--- src/design/pft_pkg.sv ---
// Package with the types and constants shared by the polygon fan triangulator modules.
package pft_pkg;

	localparam int unsigned QUEUE_DEPTH = 4;
	localparam int unsigned QUEUE_PTR_W = $clog2(QUEUE_DEPTH);
	localparam int unsigned QUEUE_CNT_W = $clog2(QUEUE_DEPTH + 1);

	localparam int unsigned TDATA_OUT_W = 72;

	localparam logic KIND_TRIANGLE = 1'b0;
	localparam logic KIND_ERROR    = 1'b1;

	localparam logic [1:0] ERR_NONE       = 2'd0;
	localparam logic [1:0] ERR_SHORT_FACE = 2'd1;
	localparam logic [1:0] ERR_BAD_INDEX  = 2'd2;

	localparam logic REG_POINT_COUNT      = 1'b0;
	localparam logic REG_COUNTER_CLOCKWISE = 1'b1;

	localparam logic [31:0] END_OF_FACE = 32'hFFFF_FFFF;
	localparam logic [1:0]  FULL_FACE   = 2'd3;
	localparam logic [15:0] FACE_MAX    = 16'hFFFF;

	typedef struct packed {
		logic        kind;
		logic [15:0] apex;
		logic [15:0] prev;
		logic [15:0] cur;
		logic [15:0] face;
		logic [1:0]  code;
	} pft_item_t;

endpackage

--- src/design/pft_front.sv ---
// Front part: accepts vertex indices, tracks the face state and produces result items.
module pft_front #(
	parameter int unsigned MAX_POINTS = 65536
) (
	input  logic               clk,
	input  logic               arst_n,
	input  logic               in_valid,
	input  logic               in_ready,
	input  logic [31:0]        in_index,
	input  logic               in_last,
	input  logic [16:0]        point_count,
	output logic               push,
	output pft_pkg::pft_item_t push_item
);

	localparam logic [31:0] MaxIdx = 32'(MAX_POINTS);

	logic [15:0] apex_q, prev_q, face_q;
	logic [1:0]  cnt_q;
	logic        drop_q;

	logic [15:0] apex_d, prev_d, face_d;
	logic [1:0]  cnt_d;
	logic        drop_d;
	logic        accept, bad, err, clear;
	logic [1:0]  err_code;
	logic [15:0] cur;

	assign accept = in_valid && in_ready;
	assign cur    = in_index[15:0];
	assign bad    = in_index[31] || (in_index >= {15'd0, point_count}) || (in_index >= MaxIdx);

	always_comb begin
		apex_d   = apex_q;
		prev_d   = prev_q;
		face_d   = face_q;
		cnt_d    = cnt_q;
		drop_d   = drop_q;
		err      = 1'b0;
		err_code = pft_pkg::ERR_NONE;
		clear    = 1'b0;
		push     = 1'b0;
		if (accept) begin
			if (drop_q) begin
				clear = in_last;
			end else if (in_index == pft_pkg::END_OF_FACE) begin
				if (cnt_q != pft_pkg::FULL_FACE) begin
					err      = 1'b1;
					err_code = pft_pkg::ERR_SHORT_FACE;
				end else begin
					cnt_d = 2'd0;
					if (face_q != pft_pkg::FACE_MAX) begin
						face_d = face_q + 16'd1;
					end
					clear = in_last;
				end
			end else if (bad) begin
				err      = 1'b1;
				err_code = pft_pkg::ERR_BAD_INDEX;
			end else if (cnt_q == 2'd0) begin
				apex_d = cur;
				cnt_d  = 2'd1;
				if (in_last) begin
					err      = 1'b1;
					err_code = pft_pkg::ERR_SHORT_FACE;
				end
			end else if (cnt_q == 2'd1) begin
				prev_d = cur;
				cnt_d  = 2'd2;
				if (in_last) begin
					err      = 1'b1;
					err_code = pft_pkg::ERR_SHORT_FACE;
				end
			end else begin
				push   = 1'b1;
				prev_d = cur;
				cnt_d  = pft_pkg::FULL_FACE;
				clear  = in_last;
			end
			if (err) begin
				push = 1'b1;
				if (in_last) begin
					clear = 1'b1;
				end else begin
					drop_d = 1'b1;
				end
			end
			if (clear) begin
				apex_d = 16'd0;
				prev_d = 16'd0;
				face_d = 16'd0;
				cnt_d  = 2'd0;
				drop_d = 1'b0;
			end
		end
	end

	always_comb begin
		push_item.kind = err ? pft_pkg::KIND_ERROR : pft_pkg::KIND_TRIANGLE;
		push_item.apex = apex_q;
		push_item.prev = prev_q;
		push_item.cur  = cur;
		push_item.face = face_q;
		push_item.code = err_code;
	end

	always_ff @(posedge clk or negedge arst_n) begin
		if (!arst_n) begin
			apex_q <= 16'd0;
			prev_q <= 16'd0;
			face_q <= 16'd0;
			cnt_q  <= 2'd0;
			drop_q <= 1'b0;
		end else begin
			apex_q <= apex_d;
			prev_q <= prev_d;
			face_q <= face_d;
			cnt_q  <= cnt_d;
			drop_q <= drop_d;
		end
	end

endmodule

--- src/design/pft_queue.sv ---
// Short queue of result items between the front and back parts.
module pft_queue (
	input  logic               clk,
	input  logic               arst_n,
	input  logic               push,
	input  pft_pkg::pft_item_t push_item,
	input  logic               pop,
	output logic               has_room,
	output logic               not_empty,
	output pft_pkg::pft_item_t head_item
);

	pft_pkg::pft_item_t mem_q [pft_pkg::QUEUE_DEPTH];

	logic [pft_pkg::QUEUE_PTR_W-1:0] wr_ptr_q, rd_ptr_q;
	logic [pft_pkg::QUEUE_CNT_W-1:0] count_q;
	logic                            do_push, do_pop;

	assign has_room  = count_q != pft_pkg::QUEUE_CNT_W'(pft_pkg::QUEUE_DEPTH);
	assign not_empty = count_q != '0;
	assign head_item = mem_q[rd_ptr_q];
	assign do_push   = push && has_room;
	assign do_pop    = pop && not_empty;

	always_ff @(posedge clk) begin
		if (do_push) begin
			mem_q[wr_ptr_q] <= push_item;
		end
	end

	always_ff @(posedge clk or negedge arst_n) begin
		if (!arst_n) begin
			wr_ptr_q <= '0;
			rd_ptr_q <= '0;
			count_q  <= '0;
		end else begin
			if (do_push) begin
				wr_ptr_q <= wr_ptr_q + 1'b1;
			end
			if (do_pop) begin
				rd_ptr_q <= rd_ptr_q + 1'b1;
			end
			if (do_push && !do_pop) begin
				count_q <= count_q + 1'b1;
			end else if (do_pop && !do_push) begin
				count_q <= count_q - 1'b1;
			end
		end
	end

endmodule

--- src/design/pft_back.sv ---
// Back part: orders the triangle corners and holds the result item on the output stream.
module pft_back (
	input  logic                                clk,
	input  logic                                arst_n,
	input  logic                                counter_clockwise,
	input  logic                                head_valid,
	input  pft_pkg::pft_item_t                  head_item,
	output logic                                pop,
	output logic                                out_valid,
	input  logic                                out_ready,
	output logic [pft_pkg::TDATA_OUT_W-1:0]     out_data,
	output logic                                out_kind
);

	logic                                valid_q;
	logic                                kind_q;
	logic [pft_pkg::TDATA_OUT_W-1:0]     data_q;
	logic [15:0]                         c1, c2, c3;
	logic                                is_err;

	assign pop     = head_valid && (!valid_q || out_ready);
	assign is_err  = head_item.kind == pft_pkg::KIND_ERROR;

	always_comb begin
		c1 = head_item.apex;
		c2 = counter_clockwise ? head_item.prev : head_item.cur;
		c3 = counter_clockwise ? head_item.cur : head_item.prev;
		if (is_err) begin
			c1 = 16'd0;
			c2 = 16'd0;
			c3 = 16'd0;
		end
	end

	always_ff @(posedge clk) begin
		if (pop) begin
			kind_q <= head_item.kind;
			data_q <= {6'd0, head_item.code, head_item.face, c3, c2, c1};
		end
	end

	always_ff @(posedge clk or negedge arst_n) begin
		if (!arst_n) begin
			valid_q <= 1'b0;
		end else if (pop) begin
			valid_q <= 1'b1;
		end else if (out_ready) begin
			valid_q <= 1'b0;
		end
	end

	assign out_valid = valid_q;
	assign out_data  = data_q;
	assign out_kind  = kind_q;

endmodule

--- src/design/polygon_fan_triangulator_top.sv ---
// Top level of the polygon fan triangulator.
// The block takes one vertex index per cycle and returns at most one result item per index:
// a fan triangle or an error report. The front part registers the new face state on the
// edge that accepts an index, so an index is accepted in every cycle while the four-entry
// result queue has room. With an empty queue and a free output, a result is written into
// the queue and then into the output register before it is presented on the output.
// Configuration writes are always taken and must arrive only while the block is idle.
module polygon_fan_triangulator_top #(
	parameter int unsigned MAX_POINTS = 65536
) (
	input  logic        clk,
	input  logic        arst_n,
	input  logic        cfg_valid,
	output logic        cfg_ready,
	input  logic        cfg_index,
	input  logic [16:0] cfg_data,
	input  logic        s_tvalid,
	output logic        s_tready,
	input  logic [31:0] s_tdata,   // vertex_index
	input  logic        s_tlast,   // last_in_list
	output logic        m_tvalid,
	input  logic        m_tready,
	output logic [71:0] m_tdata,   // corner_first, corner_second, corner_third, face_number, error_code
	output logic        m_tuser    // result_kind
);

	logic [16:0]        point_count_q;
	logic               ccw_q;
	logic               push, pop, has_room, not_empty;
	pft_pkg::pft_item_t push_item, head_item;

	assign cfg_ready = 1'b1;

	always_ff @(posedge clk or negedge arst_n) begin
		if (!arst_n) begin
			point_count_q <= 17'd0;
			ccw_q         <= 1'b1;
		end else if (cfg_valid) begin
			case (cfg_index)
				pft_pkg::REG_POINT_COUNT:       point_count_q <= cfg_data;
				pft_pkg::REG_COUNTER_CLOCKWISE: ccw_q         <= cfg_data[0];
				default: ;
			endcase
		end
	end

	assign s_tready = has_room;

	pft_front #(
		.MAX_POINTS(MAX_POINTS)
	) u_front (
		.clk        (clk),
		.arst_n     (arst_n),
		.in_valid   (s_tvalid),
		.in_ready   (s_tready),
		.in_index   (s_tdata),
		.in_last    (s_tlast),
		.point_count(point_count_q),
		.push       (push),
		.push_item  (push_item)
	);

	pft_queue u_queue (
		.clk      (clk),
		.arst_n   (arst_n),
		.push     (push),
		.push_item(push_item),
		.pop      (pop),
		.has_room (has_room),
		.not_empty(not_empty),
		.head_item(head_item)
	);

	pft_back u_back (
		.clk              (clk),
		.arst_n           (arst_n),
		.counter_clockwise(ccw_q),
		.head_valid       (not_empty),
		.head_item        (head_item),
		.pop              (pop),
		.out_valid        (m_tvalid),
		.out_ready        (m_tready),
		.out_data         (m_tdata),
		.out_kind         (m_tuser)
	);

endmodule

--- config.mk ---
export PLATFORM = sky130hd
export DESIGN_NAME = polygon_fan_triangulator_top
export DESIGN_NICKNAME = d
export VERILOG_FILES = /design/src/design/pft_pkg.sv /design/src/design/pft_front.sv /design/src/design/pft_queue.sv /design/src/design/pft_back.sv /design/src/design/polygon_fan_triangulator_top.sv
export SDC_FILE = /design/constraint.sdc
export NUM_CORES = 1
export LEC_CHECK = 0
export ABC_AREA = 0
export BUFFER_PORTS_ARGS = -buffer_cell sky130_fd_sc_hd__buf_2
export CORE_UTILIZATION = 50
export DETAILED_ROUTE_END_ITERATION = 10
export PLACE_DENSITY = 0.75
export SYNTH_ARGS = -nofsm -noshare
export SYNTH_HDL_FRONTEND = slang
export SYNTH_HIERARCHICAL = 1
export SYNTH_SLANG_ARGS = --single-unit
--- constraint.sdc ---
create_clock -name clk -period 7 [get_ports clk]
set_input_delay 2.1 -clock clk [delete_from_list [all_inputs] [get_ports clk]]
set_output_delay 2.1 -clock clk [all_outputs]
set_load 0.005 [all_outputs]
==> metrics.csv <==
stage,metric,value,unit
run_status,status,"complete, no violations",
yosys,synth.most_common_cell,edfxtp_1,
setup_path,critPathTopFamily,simple AND/OR/NAND/NOR gates,
clocking,cts_tree,done,
setup_path,ff2ff_setup_slack,2.99,ns
floorplanning,io_pins,132,
sta,hold_violations,0,
detailed_routing,vias_per_cell,5.666,
setup_path,startpoint_type,primary input,
worst_hold_path,hold_path_end,point_count_q[16]$_DFFE_PN0P_,
place,pre_cts_slack,1.110,ns
floorplanning,die_w,186.2,um
sta,finalClockSkew,0.01227,ns
setup_path,r2r-end,u_queue/mem_q[3][27]$_DFFE_PP_,
sta,worst_pin_slew,1.216,ns
power_and_ir_drop,combPwrFrac,24.1,%
power_and_ir_drop,intPower,5198,uW
clocking,cts-htree-levels,2,
clocking,cts_buffers,41,
place,io_buffer_count,124,
setup_path,crit_type,primary input to register,
grt,grt_pass1_wl,50.63,mm
floorplanning,core,33450,sq um
setup_path,crit_buf_inv,2,
clocking,cts-root-buf,clkbuf_16,
clocking,cts_setup_buffers,0,
yosys,syn_area_per_cell,17.43,sq um
setup_path,critPathCaptureType,register,
sta,max_freq,0.1862,GHz
layout,fin_area,19000,sq um
floorplanning,start_util,50.70,%
yosys,synthFlopType,edfxtp_1,
floorplanning,die_y,186.2,um
power_and_ir_drop,peakVddDrop,0.2179,mV
setup_path,path_cells,"buf_2, ha_1, nand4_2, nor3_2, or4b_4, a31oi_2, nor2_1, a21oi_1, a21boi_2, and2_2, buf_12",
setup_path,cp_max_fo,44,
setup_path,r2r_cells,11,
place,dp_hpwl,20.79,mm
detailed_routing,dr.pass1.iters,5,
yosys,synthCells,973,
setup_path,cp_slowest_cell,and2_2,
place,routabilityCongestion,0.7843,
yosys,synth_edf_count,335,
clocking,clock-sinks,412,
yosys,ys_top_cells_by_area,"edfxtp_1 59%, dfrtp_1 11%, mux4_2 8.9%, mux2i_1 2.0%, ha_1 1.7%",
yosys,synth_seq_cells,412,
worst_hold_path,hold_start,point_count_q[16]$_DFFE_PN0P_,
yosys,synth_top_area_share,59.32,%
sta,setup_viol,0,
sta,timing.slew.headroom,18.48,%
yosys,ys_seq_area_share,70.69,%
floorplanning,die_area,34660,sq um
worst_hold_path,whs_path_depth,1,
yosys,synth_area_leader_cell,edfxtp_1,
sta,fin_crit_sh,76.73,%
layout,layout.area.seq,11990,sq um
sta,hold_slack,0.5091,ns
sta,rsz0062_at_grt,false,
detailed_routing,ant_nets,0,
sta,worst_slack,1.629,ns
power_and_ir_drop,leakage,0.006959,uW
yosys,synth-async-reset-ratio,18.69,%
worst_hold_path,min_path_type,register to register,
grt,grt_pass1_vias,8822,
power_and_ir_drop,switching_share,28.26,%
layout,multi_input_area,4358,sq um
clocking,clk_pin_slew_worst_paths,0.06,ns
clocking,clockBufferDepth,3,
floorplanning,num_rows,67,
layout,num_antenna_cells,0,
clocking,postCtsResizedCells,0,
setup_path,slowest_delay,0.65,ns
sta,final.setup.tns,0,ns
yosys,synth_cell_types,59,
detailed_routing,wl_per_cell,21.28,um
grt,busiest_layer,met2,
power_and_ir_drop,power.share.sequential,48.4,%
yosys,syn-cell-area,16960,sq um
grt,met3_usage,3.914,%
detailed_routing,wl,33.28,mm
place,placed_area,17790,sq um
layout,drive_gt1_share,28.67,%
clocking,ctsHoldBuffers,0,
layout,syn2layout_area_growth,12.02,%
detailed_routing,drt_iter0_markers,700,
power_and_ir_drop,switchingPower,2048,uW
power_and_ir_drop,power,7246,uW
grt,gr-usage-met1,28.56,%
job,drv_cap,0,
power_and_ir_drop,clkPwrFrac,27.5,%
grt,track_usage,19.66,%
setup_path,worstReg2RegStart,point_count_q[15]$_DFFE_PN0P_,
power_and_ir_drop,power-per-cell-area,381.4,nW/um^2
detailed_routing,num_vias,8862,
grt,overflow,0,
grt,grtUsageMet2,30.22,%
yosys,ys_warn_count,6,
sta,slew_viol_final,0,
grt,grt_max_degree,68,
layout,fillCellCount,2482,
clocking,clock_latency,0.52,ns
sta,final.min_clock_period,5.371,ns
yosys,yosys-top-cells-count,"335 x edfxtp_1, 76 x dfrtp_1, 67 x mux4_2, 54 x nor2_1, 53 x nand2_1",
setup_path,arrival,5.56,ns
detailed_routing,drc,0,
layout,nNetsFinal,1167,
setup_path,cp_data_required_time,7.19,ns
grt,antenna_found_initial,0,
-- per-stage QoR --
step / instances / util [%]
3_3_place_gp: 1492 / 53.19
2_1_floorplan: 978 / -
4_1_cts: 1564 / 56.79
6_report: 1564 / 56.79
5_1_grt: 1564 / 56.79
3_5_place_dp: 1492 / 53.19
-- kinds of logic after synthesis --
group	Yosys count	share of synthesized area [%]
AO/OA/AOI/OAI	75	3.143
XOR/XNOR	13	0.6714
adder cells (fa/ha/maj)	24	1.815
buffers and inverters	100	3.807
flip-flops	412	70.69
multiplexers	122	12.52
other	2	0.04428
AND/OR/NAND/NOR	225	7.311
-- cells in the final DEF (no fill, tap or decap), types with 4 or more instances in the layout --
master     synthesis  layout
nor2b_1           17      17
and3_1             5       5
and2_2             0       4
ha_1              23      23
nor3_2            13      12
xnor2_1           11      11
dfrtp_1           76      74
edfxtp_1         335     335
clkinv_2           0       7
a21oi_1           12      12
nand2_1           53      53
nand4_1           29      29
buf_12             6       4
o21ai_1           10      10
buf_4             29      10
nand3_1            8       8
buf_2             15     123
a41o_1             5       5
nor3_1            11      11
mux2_4            10      10
conb_1             2       7
mux4_2            67      67
clkbuf_16          0      41
nor2_1            54      54
mux2_2            11      11
inv_1             28      28
clkbuf_1          15      17
nor4_1             7       7
nand2b_1           4       4
a21o_1             6       6
a31o_2             7       7
mux2i_1           34      34
a31o_1            10      10
o21ai_0            8       8
-- metal layers --
| metal | up-vias | share of wire, % |
|---|---|---|
| li1 | 3971 | - |
| met1 | 4493 | 44 |
| met2 | 341 | 46 |
| met3 | 57 | 7.5 |
| met4 | 0 | 2.3 |
| met5 | - | 0 |
-- area by class of cell --
type	instances	share of cell area (%)
timing repair buffer	137	4.057
clock inverter	12	0.4676
multi-input combinational	466	22.94
clock buffer	60	5.882
sequential	412	63.13
tap	448	2.951
inverter	29	0.5730
-- power groups by stage --
stage | registers (uW) | clock network (uW) | logic [uW]
floorplan | 3470 | 0 | 1250
global placement | 3540 | 0 | 1750
detailed placement | 3560 | 0 | 1770
CTS | 3510 | 2030 | 1780
global route | 3560 | 2110 | 1910
finish | 3510 | 1990 | 1750
-- worst reg2reg max path: stages, from the launching register on --
cell	delay [ns]
dfrtp_1	0.35
inv_1	0.05
ha_1	0.35
nand4_2	0.15
nor3_2	0.26
or4b_4	0.51
a31oi_2	0.33
nor2_1	0.17
a21oi_1	0.15
a21boi_2	0.34
and2_2	0.65
buf_12	0.35
-- registers in the layout, summed over array words and instances, names as in the netlist, 2 cells and up --
signal and cells:
u_queue/mem_q 268, u_back/out_data 66, point_count_q 17, u_front/apex_q 16, u_front/face_q 16, u_front/prev_q 16
u_queue/count_q 3, u_front/cnt_q 2, u_queue/rd_ptr_q 2, u_queue/wr_ptr_q 2
-- worst max path at each step --
stage | from | end | slack (ns) | depth (start not counted)
5_1_grt | s_tdata[15] | u_queue/mem_q[3][27]$_DFFE_PP_ | 1.45 | 11
6_report | s_tdata[15] | u_queue/mem_q[3][27]$_DFFE_PP_ | 1.63 | 11
3_3_place_gp | s_tdata[15] | u_queue/mem_q[3][44]$_DFFE_PP_ | 1.24 | 11
4_1_cts | s_tdata[15] | u_queue/mem_q[3][59]$_DFFE_PP_ | 1.63 | 11
2_1_floorplan | s_tdata[15] | u_queue/mem_q[0][0]$_DFFE_PP_ | 0.93 | 9
3_5_place_dp | s_tdata[15] | u_queue/mem_q[3][47]$_DFFE_PP_ | 1.11 | 11
No activity file was read; power rests on OpenSTA's default activity.
